File: src/hdl/ebalu_pkg.sv
// ----------------------------------------------------------------------------
// ebalu_pkg
// Types and operation codes shared by the eight-bit cpu alu and its core.
// ----------------------------------------------------------------------------
package ebalu_pkg;

  localparam int unsigned CmdW = 6;

  typedef enum logic [CmdW-1:0] {
    CMD_ADD    = 6'd0,
    CMD_ADC    = 6'd1,
    CMD_SUB    = 6'd2,
    CMD_SBC    = 6'd3,
    CMD_AND    = 6'd4,
    CMD_XOR    = 6'd5,
    CMD_OR     = 6'd6,
    CMD_CP     = 6'd7,
    CMD_INC8   = 6'd8,
    CMD_DEC8   = 6'd9,
    CMD_INC16  = 6'd10,
    CMD_DEC16  = 6'd11,
    CMD_ADD16  = 6'd12,
    CMD_ADDSP  = 6'd13,
    CMD_DAA    = 6'd14,
    CMD_CPL    = 6'd15,
    CMD_SCF    = 6'd16,
    CMD_CCF    = 6'd17,
    CMD_RLCA   = 6'd18,
    CMD_RRCA   = 6'd19,
    CMD_RLA    = 6'd20,
    CMD_RRA    = 6'd21,
    CMD_RLC    = 6'd22,
    CMD_RRC    = 6'd23,
    CMD_RL     = 6'd24,
    CMD_RR     = 6'd25,
    CMD_SLA    = 6'd26,
    CMD_SRA    = 6'd27,
    CMD_SWAP   = 6'd28,
    CMD_SRL    = 6'd29,
    CMD_BIT    = 6'd30,
    CMD_RES    = 6'd31,
    CMD_SET    = 6'd32
  } cmd_e;

  // flag positions in the z n h c nibble
  localparam int unsigned FlagZ = 3;
  localparam int unsigned FlagN = 2;
  localparam int unsigned FlagH = 1;
  localparam int unsigned FlagC = 0;

  localparam logic [7:0] DaaHiLimit = 8'h99;
  localparam logic [7:0] DaaHiAdj   = 8'h60;
  localparam logic [7:0] DaaLoAdj   = 8'h06;
  localparam logic [3:0] DaaLoLimit = 4'h9;

  typedef struct packed {
    logic [CmdW-1:0] cmd;
    logic [15:0]     operand_a;
    logic [15:0]     operand_b;
    logic [2:0]      bit_index;
    logic [3:0]      flags_in;
  } in_t;

  typedef struct packed {
    logic [15:0] result;
    logic [3:0]  flags_out;
    logic        write_back;
  } out_t;

endpackage

File: src/hdl/ebalu_core.sv
// ----------------------------------------------------------------------------
// ebalu_core
// Single-pass alu datapath: result, new flags and write-back for one request.
// ----------------------------------------------------------------------------
module ebalu_core (
  input  ebalu_pkg::in_t  req_i,
  output ebalu_pkg::out_t rsp_o
);

  logic [15:0] a16, b16;
  logic [7:0]  a, b;
  logic        zi, ni, hi, ci;

  logic [8:0]  add_s, adc_s;
  logic [4:0]  add_h, adc_h;
  logic [7:0]  sub_r, sbc_r;
  logic        sub_h, sub_c, sbc_h, sbc_c;
  logic [16:0] add16_s;
  logic [12:0] add16_h;
  logic [15:0] sp_s;
  logic [4:0]  sp_h;
  logic [8:0]  sp_c;
  logic        daa_lo, daa_hi;
  logic [7:0]  daa_u, daa_r;
  logic [7:0]  bit_mask;

  logic [15:0] res;
  logic [3:0]  fo;
  logic        wb;

  assign a16 = req_i.operand_a;
  assign b16 = req_i.operand_b;
  assign a   = a16[7:0];
  assign b   = b16[7:0];
  assign zi  = req_i.flags_in[ebalu_pkg::FlagZ];
  assign ni  = req_i.flags_in[ebalu_pkg::FlagN];
  assign hi  = req_i.flags_in[ebalu_pkg::FlagH];
  assign ci  = req_i.flags_in[ebalu_pkg::FlagC];

  assign add_s = {1'b0, a} + {1'b0, b};
  assign add_h = {1'b0, a[3:0]} + {1'b0, b[3:0]};
  assign adc_s = {1'b0, a} + {1'b0, b} + {8'd0, ci};
  assign adc_h = {1'b0, a[3:0]} + {1'b0, b[3:0]} + {4'd0, ci};

  assign sub_r = a - b;
  assign sub_h = a[3:0] < b[3:0];
  assign sub_c = a < b;
  assign sbc_r = a - b - {7'd0, ci};
  assign sbc_h = {1'b0, a[3:0]} < ({1'b0, b[3:0]} + {4'd0, ci});
  assign sbc_c = {1'b0, a} < ({1'b0, b} + {8'd0, ci});

  assign add16_s = {1'b0, a16} + {1'b0, b16};
  assign add16_h = {1'b0, a16[11:0]} + {1'b0, b16[11:0]};

  assign sp_s = a16 + {{8{b[7]}}, b};
  assign sp_h = {1'b0, a16[3:0]} + {1'b0, b[3:0]};
  assign sp_c = {1'b0, a16[7:0]} + {1'b0, b};

  assign daa_lo = hi || (!ni && (a[3:0] > ebalu_pkg::DaaLoLimit));
  assign daa_hi = ci || (!ni && (a > ebalu_pkg::DaaHiLimit));
  assign daa_u  = (daa_lo ? ebalu_pkg::DaaLoAdj : 8'd0) | (daa_hi ? ebalu_pkg::DaaHiAdj : 8'd0);
  assign daa_r  = ni ? (a - daa_u) : (a + daa_u);

  assign bit_mask = 8'd1 << req_i.bit_index;

  always_comb begin
    res = '0;
    fo  = req_i.flags_in;
    wb  = 1'b1;
    unique case (ebalu_pkg::cmd_e'(req_i.cmd))
      ebalu_pkg::CMD_ADD: begin
        res = {8'd0, add_s[7:0]};
        fo  = {add_s[7:0] == 8'd0, 1'b0, add_h[4], add_s[8]};
      end
      ebalu_pkg::CMD_ADC: begin
        res = {8'd0, adc_s[7:0]};
        fo  = {adc_s[7:0] == 8'd0, 1'b0, adc_h[4], adc_s[8]};
      end
      ebalu_pkg::CMD_SUB: begin
        res = {8'd0, sub_r};
        fo  = {sub_r == 8'd0, 1'b1, sub_h, sub_c};
      end
      ebalu_pkg::CMD_SBC: begin
        res = {8'd0, sbc_r};
        fo  = {sbc_r == 8'd0, 1'b1, sbc_h, sbc_c};
      end
      ebalu_pkg::CMD_AND: begin
        res = {8'd0, a & b};
        fo  = {(a & b) == 8'd0, 1'b0, 1'b1, 1'b0};
      end
      ebalu_pkg::CMD_XOR: begin
        res = {8'd0, a ^ b};
        fo  = {(a ^ b) == 8'd0, 3'b000};
      end
      ebalu_pkg::CMD_OR: begin
        res = {8'd0, a | b};
        fo  = {(a | b) == 8'd0, 3'b000};
      end
      ebalu_pkg::CMD_CP: begin
        wb = 1'b0;
        fo = {sub_r == 8'd0, 1'b1, sub_h, sub_c};
      end
      ebalu_pkg::CMD_INC8: begin
        res = {8'd0, a + 8'd1};
        fo  = {(a + 8'd1) == 8'd0, 1'b0, a[3:0] == 4'hF, ci};
      end
      ebalu_pkg::CMD_DEC8: begin
        res = {8'd0, a - 8'd1};
        fo  = {(a - 8'd1) == 8'd0, 1'b1, a[3:0] == 4'h0, ci};
      end
      ebalu_pkg::CMD_INC16: res = a16 + 16'd1;
      ebalu_pkg::CMD_DEC16: res = a16 - 16'd1;
      ebalu_pkg::CMD_ADD16: begin
        res = add16_s[15:0];
        fo  = {zi, 1'b0, add16_h[12], add16_s[16]};
      end
      ebalu_pkg::CMD_ADDSP: begin
        res = sp_s;
        fo  = {2'b00, sp_h[4], sp_c[8]};
      end
      ebalu_pkg::CMD_DAA: begin
        res = {8'd0, daa_r};
        fo  = {daa_r == 8'd0, ni, 1'b0, daa_hi};
      end
      ebalu_pkg::CMD_CPL: begin
        res = {8'd0, ~a};
        fo  = {zi, 1'b1, 1'b1, ci};
      end
      ebalu_pkg::CMD_SCF: begin
        wb = 1'b0;
        fo = {zi, 3'b001};
      end
      ebalu_pkg::CMD_CCF: begin
        wb = 1'b0;
        fo = {zi, 2'b00, !ci};
      end
      ebalu_pkg::CMD_RLCA: begin
        res = {8'd0, a[6:0], a[7]};
        fo  = {3'b000, a[7]};
      end
      ebalu_pkg::CMD_RRCA: begin
        res = {8'd0, a[0], a[7:1]};
        fo  = {3'b000, a[0]};
      end
      ebalu_pkg::CMD_RLA: begin
        res = {8'd0, a[6:0], ci};
        fo  = {3'b000, a[7]};
      end
      ebalu_pkg::CMD_RRA: begin
        res = {8'd0, ci, a[7:1]};
        fo  = {3'b000, a[0]};
      end
      ebalu_pkg::CMD_RLC: begin
        res = {8'd0, a[6:0], a[7]};
        fo  = {a == 8'd0, 2'b00, a[7]};
      end
      ebalu_pkg::CMD_RRC: begin
        res = {8'd0, a[0], a[7:1]};
        fo  = {a == 8'd0, 2'b00, a[0]};
      end
      ebalu_pkg::CMD_RL: begin
        res = {8'd0, a[6:0], ci};
        fo  = {{a[6:0], ci} == 8'd0, 2'b00, a[7]};
      end
      ebalu_pkg::CMD_RR: begin
        res = {8'd0, ci, a[7:1]};
        fo  = {{ci, a[7:1]} == 8'd0, 2'b00, a[0]};
      end
      ebalu_pkg::CMD_SLA: begin
        res = {8'd0, a[6:0], 1'b0};
        fo  = {a[6:0] == 7'd0, 2'b00, a[7]};
      end
      ebalu_pkg::CMD_SRA: begin
        res = {8'd0, a[7], a[7:1]};
        fo  = {a[7:1] == 7'd0, 2'b00, a[0]};
      end
      ebalu_pkg::CMD_SWAP: begin
        res = {8'd0, a[3:0], a[7:4]};
        fo  = {a == 8'd0, 3'b000};
      end
      ebalu_pkg::CMD_SRL: begin
        res = {8'd0, 1'b0, a[7:1]};
        fo  = {a[7:1] == 7'd0, 2'b00, a[0]};
      end
      ebalu_pkg::CMD_BIT: begin
        wb = 1'b0;
        fo = {(a & bit_mask) == 8'd0, 1'b0, 1'b1, ci};
      end
      ebalu_pkg::CMD_RES: res = {8'd0, a & ~bit_mask};
      ebalu_pkg::CMD_SET: res = {8'd0, a | bit_mask};
      default: begin
        res = '0;
        fo  = req_i.flags_in;
        wb  = 1'b0;
      end
    endcase
  end

  assign rsp_o.result     = res;
  assign rsp_o.flags_out  = fo;
  assign rsp_o.write_back = wb;

endmodule

File: src/hdl/eight_bit_cpu_alu_with_flags.sv
// ----------------------------------------------------------------------------
// eight_bit_cpu_alu_with_flags
// Game Boy style execute-stage alu with z n h c flags.
// ----------------------------------------------------------------------------
// One request is taken every cycle unless the input stalls; its result passes
// the input register, then the result register, so throughput is one request
// per clock while nothing stalls. The single combinational pass of the alu
// core between the two registers sets that rate. When the result side stalls
// with both stages full, the input side stalls in the same cycle.
module eight_bit_cpu_alu_with_flags (
  input  logic            clk_i,
  input  logic            rst_ni,
  input  logic            in_valid_i,
  output logic            in_stall_o,
  input  ebalu_pkg::in_t  in_data_i,
  output logic            out_valid_o,
  input  logic            out_stall_i,
  output ebalu_pkg::out_t out_data_o
);

  logic            s1_valid_q, s1_valid_d;
  logic            s2_valid_q, s2_valid_d;
  ebalu_pkg::in_t  s1_q;
  ebalu_pkg::out_t s2_q;
  ebalu_pkg::out_t core_rsp;
  logic            in_accept;
  logic            s2_adv;

  assign s2_adv     = s1_valid_q && (!s2_valid_q || !out_stall_i);
  assign in_stall_o = s1_valid_q && s2_valid_q && out_stall_i;
  assign in_accept  = in_valid_i && !in_stall_o;

  assign s1_valid_d = in_accept || (s1_valid_q && !s2_adv);
  assign s2_valid_d = s2_adv || (s2_valid_q && out_stall_i);

  ebalu_core u_core (
    .req_i (s1_q),
    .rsp_o (core_rsp)
  );

  always_ff @(posedge clk_i or negedge rst_ni) begin
    if (!rst_ni) begin
      s1_valid_q <= 1'b0;
      s2_valid_q <= 1'b0;
    end else begin
      s1_valid_q <= s1_valid_d;
      s2_valid_q <= s2_valid_d;
    end
  end

  always_ff @(posedge clk_i) begin
    if (in_accept) begin
      s1_q <= in_data_i;
    end
    if (s2_adv) begin
      s2_q <= core_rsp;
    end
  end

  assign out_valid_o = s2_valid_q;
  assign out_data_o  = s2_q;

  // input stall only when the result stage is full and blocked
  assert property (@(posedge clk_i) disable iff (!rst_ni)
    in_stall_o |-> (out_valid_o && out_stall_i))
    else $error("input stalled while result stage could drain");

  // an accepted request occupies the input stage next cycle
  assert property (@(posedge clk_i) disable iff (!rst_ni)
    in_accept |=> s1_valid_q)
    else $error("accepted request lost from input stage");

  // results that are not written back carry a zero value
  assert property (@(posedge clk_i) disable iff (!rst_ni)
    (out_valid_o && !out_data_o.write_back) |-> (out_data_o.result == 16'd0))
    else $error("non write-back result is not zero");

endmodule

File: config.mk
export PLATFORM = sky130hd
export DESIGN_NAME = eight_bit_cpu_alu_with_flags
export DESIGN_NICKNAME = d
export VERILOG_FILES = /design/src/hdl/ebalu_pkg.sv /design/src/hdl/ebalu_core.sv /design/src/hdl/eight_bit_cpu_alu_with_flags.sv
export SDC_FILE = /design/constraint.sdc
export NUM_CORES = 1
export LEC_CHECK = 0
export BUFFER_PORTS_ARGS = -buffer_cell sky130_fd_sc_hd__buf_2
export CAP_MARGIN = 20
export CELL_PAD_IN_SITES_DETAIL_PLACEMENT = 0
export CELL_PAD_IN_SITES_GLOBAL_PLACEMENT = 1
export CORE_MARGIN = 2
export CORE_UTILIZATION = 45
export CTS_CLUSTER_DIAMETER = 200
export DETAILED_ROUTE_END_ITERATION = 16
export PLACE_DENSITY_LB_ADDON = 0.08
export SETUP_SLACK_MARGIN = 0.15
export SYNTH_ARGS = -nofsm -noshare
export SYNTH_HDL_FRONTEND = slang
export SYNTH_SLANG_ARGS = --single-unit
File: constraint.sdc
create_clock -name clk_i -period 5.2 [get_ports clk_i]
set_input_delay 0.52 -clock clk_i [delete_from_list [all_inputs] [get_ports clk_i]]
set_output_delay 0.52 -clock clk_i [all_outputs]
set_load 0.05 [all_outputs]
* Yosys cells after proc, flatten, opt, wreduce, memory -nomap -nowiden
Index checks and enable logic that the tools add are counted.
W data, S select, Z words.
** Storage, ports and cells
- Logic and storage cells :: 128
- Output and inout port bits :: 23
- Register bits after elaboration :: 68
- Bits of input ports :: 49
** Cells by class
- Magnitude comparators :: 6
- Shift-type cells :: 1
- Bitwise gates (word level) :: 9
- Muxes and demuxes :: 6
- Equality and inequality tests :: 33
- Reduce and logical (&&, ||, !) cells :: 46
- $add $sub $neg :: 17
** Operator list (count)
- $pmux W16 S25 :: 1
- $logic_not A8 Y1 :: 14
- $pmux W4 S25 :: 1
- $eq A6 B5 Y1 const B :: 16
- $eq A6 B4 Y1 const B :: 8
- $reduce_or A29 Y1 :: 1
- $and A8 B8 Y8 :: 3
- $eq A6 B3 Y1 const B :: 4
- $or A8 B8 Y8 :: 3
- $add A16 B16 Y17 :: 1
- $add A16 B1 Y16 const B :: 1
- $add A16 B16 Y16 :: 1
- $not A8 Y8 :: 2
- $reduce_or A2 Y1 :: 8
- $sub A16 B1 Y16 const B :: 1
- $sub A8 B8 Y8 :: 2
- $logic_not A7 Y1 :: 2
- $add A12 B12 Y13 :: 1
- $eq A6 B2 Y1 const B :: 2
- $add A8 B1 Y9 :: 1
- $add A8 B8 Y9 :: 1
- $add A9 B1 Y9 :: 1
- $lt A8 B9 Y1 :: 1
- $add A8 B1 Y8 const B :: 1
- 25 further kinds :: 41

* Depth between registers and ports, before layout
Gate-level depths: netlist of the first run.
- Word-level depth :: 9
- Gate-level depth with buffers :: 18
- Depth with buffers taken out :: 17

* Modules after synthesis
Synthesis of the first run repeated with hierarchy kept, for this count alone.
** Second synthesis, totals
- Cell total of the unflattened synthesis :: 812
- Area total of the unflattened synthesis :: 7368.3 µm²
** Modules (own cells, without submodules)
- ebalu_core :: area an instance 5293.8 µm², times used 1, cells each 738, sequential area each 0.0 µm²
- eight_bit_cpu_alu_with_flags :: area an instance 2074.5 µm², times used 1, cells each 74, sequential area each 2031.9 µm²

* Least setup slack after synthesis of the first run
Ideal clock, no wire load.
- Kind :: reg2reg
- Start point :: register s1_q[43] in the netlist's numbering
- End point :: register s2_q, in the netlist out_data_o[19] (data pin)
- Data arrival time :: 3385 ps
- Cell stages (with the launch flop) :: 15
- Setup slack :: 1544 ps
- Period minus slack after synthesis :: 3656 ps
- Cell sequence :: edfxtp_1 buf_2 or4b_4 nor2_2 nand2_1 ha_1 fa_1 a211o_1 a21oi_1 o21bai_1 a21o_1 a41o_1 o41ai_2 xor2_1 o22ai_1
** RTL lines
- start: declaration :: RTL line eight_bit_cpu_alu_with_flags.sv:23 : ebalu_pkg::in_t s1_q;
- start signal: assignment :: RTL line eight_bit_cpu_alu_with_flags.sv:53 : s1_q <= in_data_i;
- end signal: assignment :: RTL line eight_bit_cpu_alu_with_flags.sv:56 : s2_q <= core_rsp;
- end: declaration :: RTL line eight_bit_cpu_alu_with_flags.sv:24 : ebalu_pkg::out_t s2_q;

==> results of run 1 <==
sequential cells by signal, summed over array words and instances (netlist names):
signal       cells
out_data_o      21
s1_q            45
out_valid_o      1
s1_valid_q       1
synthesized netlist by cell type, drive strengths merged, types with 9 or more instances:
library cell / n / share of area
buf: 20 / 0.016
nand3: 37 / 0.026
xor2: 26 / 0.033
nor2b: 11 / 0.0094
nor3: 31 / 0.023
a211oi: 9 / 0.0099
xnor2: 42 / 0.054
inv: 32 / 0.016
clkbuf: 18 / 0.0094
or3: 9 / 0.0077
nor2: 68 / 0.036
a21o: 16 / 0.016
ha: 74 / 0.13
a31oi: 12 / 0.010
a21oi: 44 / 0.030
nand4: 16 / 0.014
and3: 12 / 0.010
a221oi: 9 / 0.011
edfxtp: 66 / 0.27
o22ai: 17 / 0.014
o21ai: 48 / 0.033
nand2: 67 / 0.034
nand2b: 18 / 0.015
power by group:
part	switching (mW)	leakage, nW	internal [mW]
combinational	0.480	2.48	0.245
sequential	0.0388	0.662	0.654
clock	0.267	0.128	0.323
metal layers:
metal  wire [µm]  track usage
met4        1390        0.160
met2       13100        0.530
met1       11600        0.427
met3        2670       0.0611
met5           0            0
path summary, 6_finish.rpt:
check	slack, ns	cells after the start	from	to
min in group asynchronous	0.50	2	rst_ni	out_valid_o
max reg2reg	0.68	16	s1_q[23]	out_data_o[11]
min	0.34	1	in_data_i[29]	s1_q[29]
max	0.68	16	s1_q[23]	out_data_o[11]
min reg2reg	0.49	1	s1_valid_q	out_valid_o
max in group asynchronous	4.61	2	rst_ni	s1_valid_q
timing repair:
| item | CTS | global route |
|---|---|---|
| setup buffers | 0 | 0 |
| endpoints found under the hold margin | 2 | 0 |
| hold buffers | 1 | 0 |
worst max-delay path: stages, from the launching register on:
cell and delay [ns]:
edfxtp_1 0.39, inv_1 0.37, ha_1 0.43, nor2_1 0.06, o21ai_0 0.22, o21ai_0 0.11
a31oi_1 0.49, ha_1 0.34, nand2_1 0.06, o21ai_0 0.09, ha_1 0.37, o21ai_0 0.09
nand2b_1 0.09, xnor2_1 0.25, o221ai_1 0.16, a2111oi_0 0.58, o21ai_1 0.15
cell type report:
cell class | instances | share of cell area
multi-input cells | 705 | 0.612
flip-flops and latches | 68 | 0.248
inverters | 33 | 0.0151
repair buffers | 88 | 0.0592
clock buffers | 10 | 0.0279
well taps | 216 | 0.0330
clock inverters | 6 | 0.00519
logic make-up (layout without fill, tap and decap cells):
group,count (synthesis),after routing,synth area share
AND/OR/NAND/NOR,315,315,0.226
buffers and inverters,71,137,0.0419
XOR/XNOR,68,68,0.0867
flip-flops,68,68,0.277
AO/OA/AOI/OAI,241,241,0.229
multiplexers,4,4,0.00545
adder cells (fa/ha/maj),77,77,0.134
stage by stage:
step	worst slack, ns	instances	hold slack (ns)
6_report	0.683	1126	0.336
5_1_grt	0.467	1126	0.332
4_1_cts	0.823	1126	0.329
3_5_place_dp	0.836	1109	0.307
3_3_place_gp	0.864	1109	0.305
2_1_floorplan	1.54	844	0.224
==> run_results.csv, run 1 <==
group,metric,value,unit
floorplanning,die_h,132,µm
clock_network,cts_tree,"built",
floorplanning,die_width,132,µm
critical_path,crit_type,"reg -> reg",
critical_path,arrival,4.60,ns
floorplanning,die_area,17400,µm²
critical_path,worstPathRequired,5.28,ns
clock_network,ctsResizeCount,0,
drt,routedWlPerCell,25.5,µm
sta,period_share,0.869,
drt,firstDrtPassIters,6,
layout,nFillCells,1542,
logic_synthesis,ys_seq_area_frac,0.277,
drt,wirelength,28700,µm
sta,min_period,4.52,ns
logic_synthesis,synth_cells,844,
critical_path,critPathCaptureType,"flip-flop",
drt,drt_iter0_markers,864,
clock_network,clock_sinks,68,
layout,multi_input_area,5010,µm²
layout,fin_nets,1031,
sta,worst_slew_pin_slew,1.04,ns
floorplanning,rows,46,
floorplanning,io_pins,72,
placement,port_buffers,71,
layout,layout_common_cells,"ha_1 (74), buf_2 (71), nand2_1 (67)",
drt,route.detailed.drc,0,
min_path,hold_class,"in -> reg",
clock_network,htree_num_levels,3,
clock_network,clock_path_buffers,2,
drt,viasPerCell,6.57,
clock_network,root_buffer,"clkbuf_16",
grt,grt_max_degree,46,
layout,diodes,0,
logic_synthesis,ys_types,91,
layout,area_delta_synth_final,11.6,%
logic_synthesis,netlist_area,7340,µm²
logic_synthesis,synth-seq-cells,68,
placement,gp_congestion,1.03,
logic_synthesis,synth_edf_count,66,
sta,rsz0062_at_grt,"false",
critical_path,cp_max_fo,7,
placement,placed_area,7920,µm²
logic_synthesis,synthArstFlopShare,0.0294,
grt,grt_overflow,0,
logic_synthesis,syn_area_per_cell,8.70,µm²
sta,setup_viol,0,
outcome,status,"finished, final reports clean",
logic_synthesis,synthesis.nets,970,
drt,detail-route-antenna-nets,0,
placement,dpl.hpwl,22000,µm
grt,grt_pass1_vias,7284,
sta,maxSlewHeadroom,0.307,
layout,layout.area.seq,2030,µm²
sta,drv_slew,0,
logic_synthesis,yosys_warnings,0,
layout,drive_gt1_frac,0.149,
floorplanning,initial_utilization,0.461,
sta,fmax,221,MHz
power,total_power,2.01,mW
grt,grtUsageTotal,0.329,
critical_path,crit_path_start_kind,"flip-flop",
power,power_density,245,nW/µm²
clock_network,clk_pin_slew,0.07,ns
power,power_leakage,3.27,nW
layout,final_common_cell,"ha_1",
sta,fin_skew,0.0177,ns
grt,grt_pass1_wl,43600,µm
flow_run,maxCapViolations,0,
sta,finalHoldViolations,0,
layout,fin_util,0.514,
clock_network,clk_latency,0.36,ns
layout,final_area,8200,µm²
power,ir_drop,202,µV
logic_synthesis,ys.flop_type,"edfxtp_1",
clock_network,cts_buffers,9,
floorplanning,fp.coreArea,15900,µm²
drt,vias,7403,
grt,antenna_found_initial,0,
sta,tns,0,ns
(Power assumes the default switching activity.)
==> run 2, diff against run 1 <==
Settings changed: CORE_UTILIZATION 45 to 42.
Clock period 5.2 ns to 3.6 ns, I/O delays scaled along.
==> run 2 against run 1 <==
Against the previous run:
- die area rose by 6.9%
- clock-buffer cell count decreased by 1
- global-route usage grew 0.49 points
- non-clock buffer count grew 75
- flip-flop and latch count did not move
- critical endpoint is now out_data_o[19]
- highest routed layer unchanged
==> run_results.csv, run 2 (same netlist as run 1, synthesis figures left out) <==
group,metric,value,unit
grt,grt_pass1_vias,7533,
clock_network,htree_num_levels,3,
drt,vias,7902,
critical_path,worstPathRequired,3.67,ns
sta,fmax,287,MHz
critical_path,critPathCaptureType,"flip-flop",
layout,final_common_cell,"buf_4",
layout,layout_common_cells,"buf_4 (88), buf_2 (71), edfxtp_1 (66)",
clock_network,clock_sinks,68,
layout,largest_register_ff_count,45,
floorplanning,die_area,18600,µm²
sta,rsz0062_at_grt,"true",
floorplanning,die_h,136,µm
drt,routedWlPerCell,25.6,µm
min_path,hold_class,"in -> reg",
clock_network,clk_latency,0.36,ns
floorplanning,fp.coreArea,17200,µm²
sta,drv_slew,0,
sta,fin_hold_ws,0.169,ns
sta,finalHoldViolations,0,
layout,drive_gt1_frac,0.255,
sta,period_share,0.967,
critical_path,crit_path_start_kind,"flip-flop",
sta,maxSlewHeadroom,0.416,
critical_path,r2r_setup_slack,0.12,ns
clock_network,cts_tree,"built",
layout,area_delta_synth_final,24.9,%
sta,setup_slack,0.118,ns
floorplanning,initial_utilization,0.428,
outcome,status,"finished, final reports clean",
min_path,worstHoldEndpoint,"s1_q[6]",
layout,fin_util,0.534,
critical_path,cp_max_fo,7,
critical_path,r2r_end,"out_data_o[19]",
min_path,hold_path_depth,1,
sta,setup_viol,0,
clock_network,cts_buffers,9,
floorplanning,rows,48,
placement,gp_congestion,1.07,
grt,grt_overflow,0,
grt,grt_pass1_wl,45400,µm
placement,port_buffers,71,
placement,dp_slack,-0.0929,ns
power,power_leakage,3.72,nW
critical_path,r2r-start,"s1_q[40]",
min_path,hp-start,"in_data_i[6]",
power,power_density,358,nW/µm²
sta,tns,0,ns
sta,min_period,3.48,ns
floorplanning,io_pins,72,
drt,drt_iter0_markers,970,
clock_network,clk_pin_slew,0.08,ns
floorplanning,die_width,136,µm
flow_run,maxCapViolations,0,
layout,fin_nets,1106,
drt,route.detailed.drc,0,
grt,grtUsageTotal,0.334,
clock_network,clock_path_buffers,2,
drt,detail-route-antenna-nets,0,
critical_path,worst-r2r-cell-count,14,
critical_path,arrival,3.55,ns
sta,fin_skew,0.0239,ns
clock_network,root_buffer,"clkbuf_16",
power,total_power,3.28,mW
placement,dpl.hpwl,24100,µm
layout,nFillCells,1642,
grt,antenna_found_initial,0,
drt,firstDrtPassIters,7,
power,ir_drop,249,µV
layout,diodes,0,
sta,worst_slew_pin_slew,0.869,ns
critical_path,crit_type,"reg -> reg",
layout,top_register,"s1_q",
drt,viasPerCell,6.53,
grt,grt_max_degree,46,
drt,wirelength,31000,µm
run 2: cell types whose count changed in the layout (fill, tap and decap cells not counted), moves of 4 or more:
cell,previous run,this run
o21ai_0,44,40
a21oi_1,43,39
a21oi_2,1,5
buf_4,16,88
ha_4,0,8
ha_1,74,65
run 2: worst max path at each step:
stage,startpoint,cells after the start,endpoint
floorplan,s1_q[43],14,out_data_o[19]
global placement,s1_q[24],16,out_data_o[11]
detailed placement,s1_q[24],16,out_data_o[11]
CTS,s1_q[43],13,out_data_o[19]
global route,s1_q[40],14,out_data_o[19]
finish,s1_q[40],14,out_data_o[19]
run 2: report_power, final:
group / switching [mW] / internal [mW] / leakage (nW)
registers: 0.0453 / 0.943 / 0.662
clock network: 0.372 / 0.674 / 0.163
logic: 0.778 / 0.467 / 2.89
total: 1.20 / 2.08 / 3.72
run 2: per-stage QoR:
| stage | cells | area [µm²] |
|---|---|---|
| 3_5_place_dp | 1183 | 8450 |
| 6_report | 1210 | 9170 |
| 4_1_cts | 1206 | 8880 |
| 2_1_floorplan | 844 | 7380 |
| 5_1_grt | 1210 | 9170 |
| 3_3_place_gp | 1183 | 8450 |
run 2: layout make-up:
cell class / instances / area (µm²) / share of cell area
Multi-Input combinational cell: 705 / 5320 / 0.580
Clock inverter: 7 / 115 / 0.0126
Sequential cell: 68 / 2030 / 0.222
Timing Repair Buffer: 163 / 1070 / 0.117
Tap cell: 225 / 282 / 0.0307
Inverter: 33 / 128 / 0.0139
Clock buffer: 9 / 225 / 0.0246
run 2: repair_timing:
| action | 4_1_cts | 5_1_grt |
|---|---|---|
| gates resized for setup | 9 | 40 |
| hold buffers | 1 | 0 |
| endpoints found under the setup margin | 6 | 14 |
| pin swaps | 13 | 25 |
| hold endpoints to repair | 2 | 0 |
| buffers inserted | 6 | 3 |
run 2: metal layers:
layer	up-vias	track usage	part of all wire
li1	3475	-	-
met1	3796	0.447	0.41
met2	512	0.510	0.44
met3	119	0.0585	0.091
met4	0	0.185	0.061
met5	-	0	0
run 2: worst max-delay path, stage by stage (launching register included):
cell and delay (ns):
edfxtp_1 0.39, or4b_4 0.58, nor2_4 0.18, buf_6 0.12, buf_6 0.11, a21o_1 0.16, ha_4 0.22, a211o_1 0.32
a21oi_2 0.14, o21bai_1 0.09, a21o_1 0.18, a41o_1 0.21, o41ai_2 0.23, xor2_1 0.18, o22ai_1 0.09
